--- config.mk ---
export PLATFORM = sky130hd
export DESIGN_NAME = dram_bank_command_fsm_unit_flat
export DESIGN_NICKNAME = d
export VERILOG_FILES = /design/src/sv/dbcf_pkg.sv /design/src/sv/dbcf_if.sv /design/src/sv/dram_bank_command_fsm_unit.sv /design/src/sv/dbcf_cfg.sv /design/src/sv/dbcf_core.sv /design/src/flat_wrapper.sv
export SDC_FILE = /design/constraint.sdc
export NUM_CORES = 1
export LEC_CHECK = 0
export ABC_AREA = 1
export BUFFER_PORTS_ARGS = -buffer_cell sky130_fd_sc_hd__buf_4
export CAP_MARGIN = 5
export CORE_UTILIZATION = 46
export DETAILED_ROUTE_END_ITERATION = 6
export HOLD_SLACK_MARGIN = 0.03
export PLACE_DENSITY = 0.75
export REMOVE_ABC_BUFFERS = 1
export SLEW_MARGIN = 20
export SYNTH_ARGS = -nofsm -noshare
export SYNTH_HDL_FRONTEND = slang
export SYNTH_SLANG_ARGS = --single-unit
--- constraint.sdc ---
create_clock -name clk_i -period 5.26 [get_ports clk_i]
set_input_delay 0.526 -clock clk_i [delete_from_list [all_inputs] [get_ports clk_i]]
set_output_delay 0.526 -clock clk_i [all_outputs]
set_load 0.01 [all_outputs]
--- src/sv/dbcf_pkg.sv ---
// ----------------------------------------------------------------------------
// dbcf_pkg
// Shared types and constants of the per-bank DRAM command state machine.
// ----------------------------------------------------------------------------
`default_nettype none

package dbcf_pkg;

  localparam int unsigned ROW_BITS  = 17;
  localparam int unsigned CNT_BITS  = 16;
  localparam int unsigned ADDR_BITS = 4;

  // register byte addresses
  localparam logic [ADDR_BITS-1:0] ADDR_PAGE_POLICY  = 4'h0;
  localparam logic [ADDR_BITS-1:0] ADDR_RFM_ON       = 4'h4;
  localparam logic [ADDR_BITS-1:0] ADDR_RAA_DEC      = 4'h8;
  localparam logic [ADDR_BITS-1:0] ADDR_RAA_RFM_DEC  = 4'hC;

  typedef enum logic [1:0] {
    POLICY_OPEN           = 2'd0,
    POLICY_CLOSED         = 2'd1,
    POLICY_OPEN_ADAPTIVE  = 2'd2,
    POLICY_CLOSED_ADAPTIVE = 2'd3
  } policy_e;

  typedef enum logic [1:0] {
    MODE_EVAL   = 2'd0,
    MODE_UPDATE = 2'd1,
    MODE_BLOCK  = 2'd2
  } mode_e;

  typedef enum logic [3:0] {
    CLS_OTHER   = 4'd0,
    CLS_ACT     = 4'd1,
    CLS_PRE     = 4'd2,
    CLS_RDWR    = 4'd3,
    CLS_RDWR_AP = 4'd4,
    CLS_PD_SR   = 4'd5,
    CLS_REF     = 4'd6,
    CLS_RFM     = 4'd7,
    CLS_PD_EXIT = 4'd8
  } cls_e;

  typedef enum logic [3:0] {
    CMD_NOP  = 4'd0,
    CMD_ACT  = 4'd1,
    CMD_PRE  = 4'd2,
    CMD_RD   = 4'd3,
    CMD_WR   = 4'd4,
    CMD_MWR  = 4'd5,
    CMD_RDA  = 4'd6,
    CMD_WRA  = 4'd7,
    CMD_MWRA = 4'd8
  } cmd_e;

  typedef struct packed {
    logic [1:0]          policy;
    logic                rfm_on;
    logic [CNT_BITS-1:0] raa_dec;
    logic [CNT_BITS-1:0] raa_rfm_dec;
  } cfg_t;

  typedef struct packed {
    logic [1:0]          mode;
    logic                request_valid;
    logic [ROW_BITS-1:0] request_row;
    logic                request_is_read;
    logic                request_masked;
    logic                further_request;
    logic                further_row_hit;
    logic [3:0]          issued_class;
  } item_t;

  typedef struct packed {
    logic [3:0]          next_command;
    logic                took_request;
    logic                bank_idle;
    logic                bank_activated;
    logic [ROW_BITS-1:0] open_row_out;
    logic [CNT_BITS-1:0] activation_count;
  } res_t;

endpackage

`default_nettype wire

--- src/sv/dbcf_if.sv ---
// ----------------------------------------------------------------------------
// dbcf_in_if / dbcf_out_if
// Valid/ready channels carrying one input word and one result word.
// ----------------------------------------------------------------------------
`default_nettype none

interface dbcf_in_if;
  logic                          valid;
  logic                          ready;
  logic [1:0]                    mode;
  logic                          request_valid;
  logic [dbcf_pkg::ROW_BITS-1:0] request_row;
  logic                          request_is_read;
  logic                          request_masked;
  logic                          further_request;
  logic                          further_row_hit;
  logic [3:0]                    issued_class;

  modport source (
    output valid, mode, request_valid, request_row, request_is_read,
           request_masked, further_request, further_row_hit, issued_class,
    input  ready
  );
  modport sink (
    input  valid, mode, request_valid, request_row, request_is_read,
           request_masked, further_request, further_row_hit, issued_class,
    output ready
  );
endinterface

interface dbcf_out_if;
  logic                          valid;
  logic                          ready;
  logic [3:0]                    next_command;
  logic                          took_request;
  logic                          bank_idle;
  logic                          bank_activated;
  logic [dbcf_pkg::ROW_BITS-1:0] open_row_out;
  logic [dbcf_pkg::CNT_BITS-1:0] activation_count;

  modport source (
    output valid, next_command, took_request, bank_idle, bank_activated,
           open_row_out, activation_count,
    input  ready
  );
  modport sink (
    input  valid, next_command, took_request, bank_idle, bank_activated,
           open_row_out, activation_count,
    output ready
  );
endinterface

`default_nettype wire

--- src/sv/dram_bank_command_fsm_unit.sv ---
// ----------------------------------------------------------------------------
// dram_bank_command_fsm_unit
// Per-bank DRAM command state machine with selectable page policy.
//
// Usage: each word on in_i is an evaluate, update or block event for the
// bank; each produces exactly one result word on out_o carrying the chosen
// command, the take flag and the bank's state after the event. Registers
// are to be written over the APB port only while no event is in flight;
// the block itself does not enforce this. Pipeline: a word is held in the
// input register, and the state update and result are computed from it
// and land in the output register.
// Throughput: one word per cycle while out_o.ready is high; the state
// feedback loop through the core's next-state logic is not pipelined.
// Reset: all bank state clears (precharged, idle, counter zero, NOP) and
// the registers return to open page policy with refresh management off.
// Stall: when out_o.ready is low the output register holds its word, the
// input register holds one more, and in_i.ready drops until the result
// is taken.
// ----------------------------------------------------------------------------
`default_nettype none

module dram_bank_command_fsm_unit (
  input  wire                            clk_i,
  input  wire                            rst_ni,
  dbcf_in_if.sink                        in_i,
  dbcf_out_if.source                     out_o,
  input  wire                            psel,
  input  wire                            penable,
  input  wire                            pwrite,
  input  wire  [dbcf_pkg::ADDR_BITS-1:0] paddr,
  input  wire  [31:0]                    pwdata,
  output logic [31:0]                    prdata,
  output logic                           pready
);
  import dbcf_pkg::*;

  cfg_t  cfg;
  item_t item_q;
  logic  in_vld_q;
  res_t  res, res_q;
  logic  out_vld_q;
  logic  adv;
  logic  in_acc;

  dbcf_cfg u_cfg (
    .clk_i   (clk_i),
    .rst_ni  (rst_ni),
    .psel    (psel),
    .penable (penable),
    .pwrite  (pwrite),
    .paddr   (paddr),
    .pwdata  (pwdata),
    .prdata  (prdata),
    .pready  (pready),
    .cfg_o   (cfg)
  );

  // advance the held word into the output register when it has room
  assign adv       = in_vld_q && (!out_vld_q || out_o.ready);
  assign in_i.ready = !in_vld_q || adv;
  assign in_acc    = in_i.valid && in_i.ready;

  always_ff @(posedge clk_i or negedge rst_ni) begin
    if (!rst_ni) begin
      in_vld_q  <= 1'b0;
      out_vld_q <= 1'b0;
    end else begin
      if (in_i.ready) begin
        in_vld_q <= in_i.valid;
      end
      if (adv) begin
        out_vld_q <= 1'b1;
      end else if (out_o.ready) begin
        out_vld_q <= 1'b0;
      end
    end
  end

  always_ff @(posedge clk_i) begin
    if (in_acc) begin
      item_q.mode            <= in_i.mode;
      item_q.request_valid   <= in_i.request_valid;
      item_q.request_row     <= in_i.request_row;
      item_q.request_is_read <= in_i.request_is_read;
      item_q.request_masked  <= in_i.request_masked;
      item_q.further_request <= in_i.further_request;
      item_q.further_row_hit <= in_i.further_row_hit;
      item_q.issued_class    <= in_i.issued_class;
    end
    if (adv) begin
      res_q <= res;
    end
  end

  dbcf_core u_core (
    .clk_i  (clk_i),
    .rst_ni (rst_ni),
    .adv_i  (adv),
    .item_i (item_q),
    .cfg_i  (cfg),
    .res_o  (res)
  );

  assign out_o.valid            = out_vld_q;
  assign out_o.next_command     = res_q.next_command;
  assign out_o.took_request     = res_q.took_request;
  assign out_o.bank_idle        = res_q.bank_idle;
  assign out_o.bank_activated   = res_q.bank_activated;
  assign out_o.open_row_out     = res_q.open_row_out;
  assign out_o.activation_count = res_q.activation_count;

endmodule

`default_nettype wire

--- src/sv/dbcf_cfg.sv ---
// ----------------------------------------------------------------------------
// dbcf_cfg
// APB register file: page policy, refresh management enable and the two
// activation counter decrement amounts.
// ----------------------------------------------------------------------------
`default_nettype none

module dbcf_cfg (
  input  wire                            clk_i,
  input  wire                            rst_ni,
  input  wire                            psel,
  input  wire                            penable,
  input  wire                            pwrite,
  input  wire  [dbcf_pkg::ADDR_BITS-1:0] paddr,
  input  wire  [31:0]                    pwdata,
  output logic [31:0]                    prdata,
  output logic                           pready,
  output dbcf_pkg::cfg_t                 cfg_o
);
  import dbcf_pkg::*;

  cfg_t cfg_q;
  logic wr_en;

  assign pready = 1'b1;
  assign wr_en  = psel && penable && pwrite;
  assign cfg_o  = cfg_q;

  always_ff @(posedge clk_i or negedge rst_ni) begin
    if (!rst_ni) begin
      cfg_q <= '0;
    end else if (wr_en) begin
      case (paddr)
        ADDR_PAGE_POLICY: cfg_q.policy      <= pwdata[1:0];
        ADDR_RFM_ON:      cfg_q.rfm_on      <= pwdata[0];
        ADDR_RAA_DEC:     cfg_q.raa_dec     <= pwdata[CNT_BITS-1:0];
        ADDR_RAA_RFM_DEC: cfg_q.raa_rfm_dec <= pwdata[CNT_BITS-1:0];
        default: ;
      endcase
    end
  end

  always_comb begin
    case (paddr)
      ADDR_PAGE_POLICY: prdata = {30'd0, cfg_q.policy};
      ADDR_RFM_ON:      prdata = {31'd0, cfg_q.rfm_on};
      ADDR_RAA_DEC:     prdata = {{(32-CNT_BITS){1'b0}}, cfg_q.raa_dec};
      ADDR_RAA_RFM_DEC: prdata = {{(32-CNT_BITS){1'b0}}, cfg_q.raa_rfm_dec};
      default:          prdata = '0;
    endcase
  end

endmodule

`default_nettype wire

--- src/sv/dbcf_core.sv ---
// ----------------------------------------------------------------------------
// dbcf_core
// Bank state registers and the single-pass next-state and command logic.
// State advances by one word whenever adv_i is high.
// ----------------------------------------------------------------------------
`default_nettype none

module dbcf_core (
  input  wire             clk_i,
  input  wire             rst_ni,
  input  wire             adv_i,
  input  dbcf_pkg::item_t item_i,
  input  dbcf_pkg::cfg_t  cfg_i,
  output dbcf_pkg::res_t  res_o
);
  import dbcf_pkg::*;

  logic                activated_q, activated_d;
  logic [ROW_BITS-1:0] open_row_q, open_row_d;
  logic                holding_q, holding_d;
  logic [ROW_BITS-1:0] held_row_q, held_row_d;
  logic                held_read_q, held_read_d;
  logic                held_masked_q, held_masked_d;
  logic                keep_q, keep_d;
  logic                asleep_q, asleep_d;
  logic                blocked_q, blocked_d;
  logic [CNT_BITS-1:0] cnt_q, cnt_d;
  logic [3:0]          pend_q, pend_d;

  logic                took;
  logic                auto_pre;
  logic [CNT_BITS-1:0] dec;
  logic [3:0]          acc_cmd;

  always_comb begin
    case (cfg_i.policy)
      POLICY_OPEN:          auto_pre = 1'b0;
      POLICY_CLOSED:        auto_pre = 1'b1;
      POLICY_OPEN_ADAPTIVE: auto_pre = item_i.further_request && !item_i.further_row_hit;
      default:              auto_pre = !item_i.further_row_hit;
    endcase
  end

  // access command from the held request after this word's take
  always_comb begin
    if (held_read_d) begin
      acc_cmd = auto_pre ? CMD_RDA : CMD_RD;
    end else if (held_masked_d) begin
      acc_cmd = auto_pre ? CMD_MWRA : CMD_MWR;
    end else begin
      acc_cmd = auto_pre ? CMD_WRA : CMD_WR;
    end
  end

  always_comb begin
    dec = (item_i.issued_class == CLS_REF) ? cfg_i.raa_dec : cfg_i.raa_rfm_dec;
  end

  always_comb begin
    activated_d   = activated_q;
    open_row_d    = open_row_q;
    holding_d     = holding_q;
    held_row_d    = held_row_q;
    held_read_d   = held_read_q;
    held_masked_d = held_masked_q;
    keep_d        = keep_q;
    asleep_d      = asleep_q;
    blocked_d     = blocked_q;
    cnt_d         = cnt_q;
    pend_d        = pend_q;
    took          = 1'b0;

    case (item_i.mode)
      MODE_EVAL: begin
        pend_d = CMD_NOP;
        if (!asleep_q && !blocked_q && item_i.request_valid) begin
          if (!keep_q || item_i.request_row == open_row_q) begin
            took          = 1'b1;
            holding_d     = 1'b1;
            held_row_d    = item_i.request_row;
            held_read_d   = item_i.request_is_read;
            held_masked_d = item_i.request_masked;
          end
          if (!activated_q) begin
            pend_d = CMD_ACT;
          end else if (cfg_i.policy != POLICY_CLOSED && held_row_d != open_row_q) begin
            pend_d = CMD_PRE;
          end else begin
            pend_d = acc_cmd;
          end
        end
      end
      MODE_UPDATE: begin
        case (item_i.issued_class)
          CLS_ACT: begin
            activated_d = 1'b1;
            open_row_d  = held_row_q;
            keep_d      = 1'b1;
            if (cnt_q != '1) begin
              cnt_d = cnt_q + 1'b1;
            end
          end
          CLS_PRE: begin
            activated_d = 1'b0;
            keep_d      = 1'b0;
          end
          CLS_RDWR: begin
            holding_d = 1'b0;
            keep_d    = 1'b0;
          end
          CLS_RDWR_AP: begin
            activated_d = 1'b0;
            holding_d   = 1'b0;
            keep_d      = 1'b0;
          end
          CLS_PD_SR: asleep_d = 1'b1;
          CLS_REF, CLS_RFM: begin
            asleep_d  = 1'b0;
            blocked_d = 1'b0;
            if (cfg_i.rfm_on) begin
              cnt_d = (cnt_q > dec) ? cnt_q - dec : '0;
            end
          end
          CLS_PD_EXIT: asleep_d = 1'b0;
          default: ;
        endcase
      end
      MODE_BLOCK: begin
        blocked_d = 1'b1;
        pend_d    = CMD_NOP;
      end
      default: ;
    endcase
  end

  always_ff @(posedge clk_i or negedge rst_ni) begin
    if (!rst_ni) begin
      activated_q   <= 1'b0;
      open_row_q    <= '0;
      holding_q     <= 1'b0;
      held_row_q    <= '0;
      held_read_q   <= 1'b0;
      held_masked_q <= 1'b0;
      keep_q        <= 1'b0;
      asleep_q      <= 1'b0;
      blocked_q     <= 1'b0;
      cnt_q         <= '0;
      pend_q        <= CMD_NOP;
    end else if (adv_i) begin
      activated_q   <= activated_d;
      open_row_q    <= open_row_d;
      holding_q     <= holding_d;
      held_row_q    <= held_row_d;
      held_read_q   <= held_read_d;
      held_masked_q <= held_masked_d;
      keep_q        <= keep_d;
      asleep_q      <= asleep_d;
      blocked_q     <= blocked_d;
      cnt_q         <= cnt_d;
      pend_q        <= pend_d;
    end
  end

  assign res_o.next_command     = pend_d;
  assign res_o.took_request     = took;
  assign res_o.bank_idle        = !holding_d;
  assign res_o.bank_activated   = activated_d;
  assign res_o.open_row_out     = open_row_d;
  assign res_o.activation_count = cnt_d;

endmodule

`default_nettype wire

--- src/flat_wrapper.sv ---
// flat-port wrapper written by rule: the top's interface ports become plain ports
module dram_bank_command_fsm_unit_flat import dbcf_pkg::*;
  (clk_i, rst_ni, psel, penable, pwrite, paddr, pwdata, prdata, pready, in_i_valid, in_i_mode, in_i_request_valid, in_i_request_row, in_i_request_is_read, in_i_request_masked, in_i_further_request, in_i_further_row_hit, in_i_issued_class, in_i_ready, out_o_valid, out_o_next_command, out_o_took_request, out_o_bank_idle, out_o_bank_activated, out_o_open_row_out, out_o_activation_count, out_o_ready);
  dbcf_in_if in_i_i ();
  dbcf_out_if out_o_i ();
  input  wire clk_i;
  input  wire rst_ni;
  input  wire psel;
  input  wire penable;
  input  wire pwrite;
  input  wire  [dbcf_pkg::ADDR_BITS-1:0] paddr;
  input  wire  [31:0] pwdata;
  output logic [31:0] prdata;
  output logic pready;
  input wire logic [$bits(in_i_i.valid)-1:0] in_i_valid;
  input wire logic [$bits(in_i_i.mode)-1:0] in_i_mode;
  input wire logic [$bits(in_i_i.request_valid)-1:0] in_i_request_valid;
  input wire logic [$bits(in_i_i.request_row)-1:0] in_i_request_row;
  input wire logic [$bits(in_i_i.request_is_read)-1:0] in_i_request_is_read;
  input wire logic [$bits(in_i_i.request_masked)-1:0] in_i_request_masked;
  input wire logic [$bits(in_i_i.further_request)-1:0] in_i_further_request;
  input wire logic [$bits(in_i_i.further_row_hit)-1:0] in_i_further_row_hit;
  input wire logic [$bits(in_i_i.issued_class)-1:0] in_i_issued_class;
  output wire logic [$bits(in_i_i.ready)-1:0] in_i_ready;
  output wire logic [$bits(out_o_i.valid)-1:0] out_o_valid;
  output wire logic [$bits(out_o_i.next_command)-1:0] out_o_next_command;
  output wire logic [$bits(out_o_i.took_request)-1:0] out_o_took_request;
  output wire logic [$bits(out_o_i.bank_idle)-1:0] out_o_bank_idle;
  output wire logic [$bits(out_o_i.bank_activated)-1:0] out_o_bank_activated;
  output wire logic [$bits(out_o_i.open_row_out)-1:0] out_o_open_row_out;
  output wire logic [$bits(out_o_i.activation_count)-1:0] out_o_activation_count;
  input wire logic [$bits(out_o_i.ready)-1:0] out_o_ready;
  assign in_i_i.valid = in_i_valid;
  assign in_i_i.mode = in_i_mode;
  assign in_i_i.request_valid = in_i_request_valid;
  assign in_i_i.request_row = in_i_request_row;
  assign in_i_i.request_is_read = in_i_request_is_read;
  assign in_i_i.request_masked = in_i_request_masked;
  assign in_i_i.further_request = in_i_further_request;
  assign in_i_i.further_row_hit = in_i_further_row_hit;
  assign in_i_i.issued_class = in_i_issued_class;
  assign in_i_ready = in_i_i.ready;
  assign out_o_valid = out_o_i.valid;
  assign out_o_next_command = out_o_i.next_command;
  assign out_o_took_request = out_o_i.took_request;
  assign out_o_bank_idle = out_o_i.bank_idle;
  assign out_o_bank_activated = out_o_i.bank_activated;
  assign out_o_open_row_out = out_o_i.open_row_out;
  assign out_o_activation_count = out_o_i.activation_count;
  assign out_o_i.ready = out_o_ready;
  dram_bank_command_fsm_unit u_core (.clk_i(clk_i), .rst_ni(rst_ni), .in_i(in_i_i), .out_o(out_o_i), .psel(psel), .penable(penable), .pwrite(pwrite), .paddr(paddr), .pwdata(pwdata), .prdata(prdata), .pready(pready));
endmodule
==> results.txt <==
----------------------------------------------------
[Pwr]
  Power per cell area ... 456.3 mW/mm²
  Cell Int Power ... 3.083 mW
  Combinational fraction of design power ... 0.343
  Switching portion of total power ... 0.3722
  Maximum vdd ir drop ... 0.0002305 V
  Clock power share ... 0.258
  Sequential cell fraction of total power ... 0.400
  Overall power after layout ... 4.911 mW
  Standby leakage power ... 5.051 nW
  Switching component of the power ... 1.828 mW

[Synth]
  Synthesized area per cell ... 8.018 µm²
  Count of flip-flops with a built-in enable after synthesis ... 68
  Fraction of registers with async set or reset after synthesis ... 0.5904
  Adder-cell share of the synthesized area ... 0.02946
  Xor and xnor area share after synthesis ... 0.01623
  Post-synthesis cell area ... 0.009173 mm²
  Proportion of synthesized chip area in sequential cells ... 0.4900
  Cell count after synthesis ... 1144
  Share of synthesized area spent on multiplexers ... 0
  Main synth FF type ... sky130_fd_sc_hd__dfrtp_1
  Synth Area in Compound Gates ... 0.1457
  Count of different cell masters after synthesis ... 49
  Synth Register Bits ... 166
  Area leader, netlist ... sky130_fd_sc_hd__dfrtp_1
  Dominant cells by area after synthesis ... sky130_fd_sc_hd__dfrtp_1 27%, sky130_fd_sc_hd__edfxtp_1 22%, sky130_fd_sc_hd__nand2_1 14%, sky130_fd_sc_hd__o21ai_0 9.3%, sky130_fd_sc_hd__inv_1 5.1%
  Simple-gate share of the synthesized area ... 0.2305
  Yosys warning total ... 0
  Largest family of logic cells by synthesized area ... simple AND/OR/NAND/NOR gates
  Fraction of synthesized cell area taken by the top area cell type ... 0.2674

[STA]
  Post-route setup TNS ... 0 ps
  Worst max-slew margin expressed relative to the limit ... 0.3289
  Portion of the clock cycle consumed by the worst path in the final layout ... 0.7644
  Final Hold Vio Count ... 0
  Max-slew violations ... 0
  PnR worst setup slack ... 1239 ps
  Worst-Margin Slew ... 1004 ps
  Minimum clock period ... 4021 ps
  Peak clock frequency supported by timing ... 248.7 MHz
  Worst Skew ... 11.47 ps
  Final setup violation count ... 0
  Setup repair after global routing missed its margin ... false

[Worst setup path]
  Register-to-register setup slack ... 1240 ps
  Maximum fanout along the worst path ... 31
  Critical path endpoint ... u_core.u_core.cnt_q[5]
  Crit-path max cell delay ... 440 ps
  Data required time of the critical path ... 5610 ps
  Data arrival time at the worst-slack endpoint ... 4370 ps
  Most prevalent standard cell on the critical path ... sky130_fd_sc_hd__nand2_1
  Kind of start point of the critical path ... flip-flop
  Reg2reg end ... u_core.u_core.cnt_q[5]
  CP Capture Type ... flip-flop
  Critical Path Source ... u_core.item_q[3]
  Critical-path cell list ... nor2_1 -> inv_1 -> nor2_2 -> nand2_1 -> buf_4 -> nand2_1 -> nand2_1 -> ha_1 -> fa_1 -> o21ai_2 -> nand2_1 -> nand3_1 -> nand2_1 -> nand2_2 -> nand2_1 -> nand3_1 -> nand2_1 -> o21ai_0 -> o21ai_0 -> o21ai_0 -> nand2_1 -> o21ai_0 -> nand2_1 -> o21ai_0
  Launch instance of the worst register-to-register path ... u_core.item_q[3]
  Worst setup path category ... reg -> reg
  Reg2Reg Depth ... 24
  Critical-path cell with the highest stage delay ... sky130_fd_sc_hd__fa_1

[Clock network]
  CTS tree ... yes
  Post-CTS Hold Fix Bufs ... 0
  Sinks on the clock net ... 166
  Resized Gates After CTS ... 0
  Maximum buffer depth of the clock tree ... 2
  Worst-skew pair later-pin latency ... 430 ps
  Post-CTS setup buffers ... 0
  Cell chosen for the clock root ... sky130_fd_sc_hd__clkbuf_16
  Number of CTS-inserted buffers ... 17
  Clock-pin slew on the worst setup and hold paths ... 70 ps
  Maximum level of the CTS H-tree ... 4

[Finish]
  Post-layout utilization of the core ... 0.5511
  Number of nets in the layout ... 1337
  Post-route cell area ... 0.01076 mm²
  Share of post-route cells with drive strength above 1 ... 0.1463
  Relative area change from synthesis to final layout ... 17.32%
  Top library cells by usage in the layout, fill and taps aside ... 346 x sky130_fd_sc_hd__nand2_1, 170 x sky130_fd_sc_hd__o21ai_0, 123 x sky130_fd_sc_hd__inv_1, 117 x sky130_fd_sc_hd__buf_4, 98 x sky130_fd_sc_hd__dfrtp_1
  Antenna fix cells ... 0
  Most frequent standard cell in the layout excluding fill and tap cells ... sky130_fd_sc_hd__nand2_1

[Floorplan]
  Die area ... 0.02051 mm²
  Initial cell density of the core ... 0.4698
  Die span in x ... 143.2 µm
  Die span in y ... 143.2 µm
  Count of pins on the block boundary ... 146
  Std-Cell Rows ... 51
  Core Box Area ... 0.01953 mm²

[Drt]
  Wire length on met1 ... 9546 µm
  Total wirelength of the detailed-routed design ... 20830 µm
  Residual DRC count ... 0
  Drt initial violations ... 464
  Number of vias after detailed routing ... 7792
  Highest metal layer with signal wires ... met4
  Total met3 wirelength after detailed routing ... 1037 µm
  Antenna violation net count after detailed routing ... 0
  First drt pass iteration count ... 5
  Per-cell via count in the routed design ... 5.116
  Detailed-routed wire length on met2 ... 9975 µm
  WL per Instance ... 13.67 µm

[GRT]
  Via count of the first global-routing pass ... 7045
  All-layer global routing usage ... 0.2135
  Global route total overflow ... 0
  Wire length of the first global-routing pass ... 34110 µm
  Pin count of the biggest net entering global routing ... 108
  Antenna violations before repair ... 0

[Run status]
  Run status ... completed

[Placed design]
  Post-DP HPWL ... 14550 µm
  Dpl ws ... 1300 ps
  Port-buffer cells ... 112
  Routability Congestion ... 0.9318
  Instance area after placement ... 0.01016 mm²

[Min path]
  Min-delay worst type ... in -> async

[Run]
  MaxCap Viol Count ... 0

----------------------------------------------------
## worst max-delay path, delay by kind of cell (launching register included)
kind	cells	cell delay, ps
flip-flops	1	400
adder cells (fa/ha/maj)	2	670
AND/OR/NAND/NOR	14	1560
buffers and inverters	2	310
AO/OA/AOI/OAI	6	990
## cell usage after synthesis (all sizes together), types with 3 or more instances
cell type	n
a21oi	35
a22oi	3
buf	27
clkbuf	24
clkinv	3
dfrtp	98
edfxtp	68
ha	20
inv	133
nand2	359
nand3	48
nand3b	11
nand4	6
nor2	55
nor3	16
o211ai	11
o21ai	182
or2	4
xnor2	12
xor2	5
## layout make-up
class	instances	area, µm²
Inverter	136	511.7
Clock inverter	14	168.9
Fill cell	1840	8765
Sequential cell	166	4494
Clock buffer	18	429.2
Timing Repair Buffer	118	889.6
Multi-Input combinational cell	806	3936
Tap cell	265	331.6
## cell families (layout without fill, tap and decap cells)
kind of cell / after synthesis / in the layout
XOR/XNOR: 17 / 17
other: 2 / 17
buffers and inverters: 187 / 286
flip-flops: 166 / 166
AND/OR/NAND/NOR: 503 / 503
adder cells (fa/ha/maj): 21 / 21
AO/OA/AOI/OAI: 248 / 248
## flip-flops by register name (all words and copies together) (netlist names)
signal	cells
u_core.in_vld_q	1
u_core.item_q	28
u_core.out_o.activation_count	16
u_core.out_o.bank_activated	1
u_core.out_o.bank_idle	1
u_core.out_o.next_command	4
u_core.out_o.open_row_out	17
u_core.out_o.took_request	1
u_core.out_o.valid	1
u_core.u_cfg.cfg_o	35
u_core.u_core.activated_q	1
u_core.u_core.asleep_q	1
u_core.u_core.blocked_q	1
u_core.u_core.cnt_q	16
u_core.u_core.held_masked_q	1
u_core.u_core.held_read_q	1
u_core.u_core.held_row_q	17
u_core.u_core.holding_q	1
u_core.u_core.keep_q	1
u_core.u_core.open_row_q	17
u_core.u_core.pend_q	4
## power groups by stage
stage / clock network (mW) / registers (mW) / logic [mW]
after floorplan: 0 / 1.95 / 1.18
after global placement: 0 / 1.97 / 1.61
after detailed placement: 0 / 1.98 / 1.66
after CTS: 1.29 / 1.96 / 1.68
after global routing: 1.35 / 2.01 / 1.93
final: 1.27 / 1.96 / 1.68
## layer usage
layer | track usage | up-vias
li1 | - | 3938
met1 | 0.2867 | 3613
met2 | 0.3487 | 218
met3 | 0.04460 | 23
met4 | 0.05935 | 0
met5 | 0 | -
## metrics by stage
step | hold WS, ps | std cells
after floorplan | 230.4 | 1108
after global placement | 462.8 | 1491
after detailed placement | 469.9 | 1491
after CTS | 128.2 | 1523
after global routing | 137.6 | 1523
final | 104.0 | 1523
## worst min-delay path by stage
stage                         startpoint                      endpoint  slack (ps)  cells past startpoint
4_1_cts                           rst_ni   u_core.u_core.open_row_q[0]         130                      1
3_3_place_gp   u_core.u_core.held_read_q     u_core.u_core.held_read_q         460                      2
5_1_grt                           rst_ni  u_core.u_core.open_row_q[12]         140                      1
2_1_floorplan                     rst_ni               u_core.in_vld_q         230                      0
6_report                          rst_ni   u_core.u_core.open_row_q[9]         100                      1
3_5_place_dp     u_core.u_core.pend_q[2]       u_core.u_core.pend_q[2]         470                      2
(Power assumes the default switching activity.)
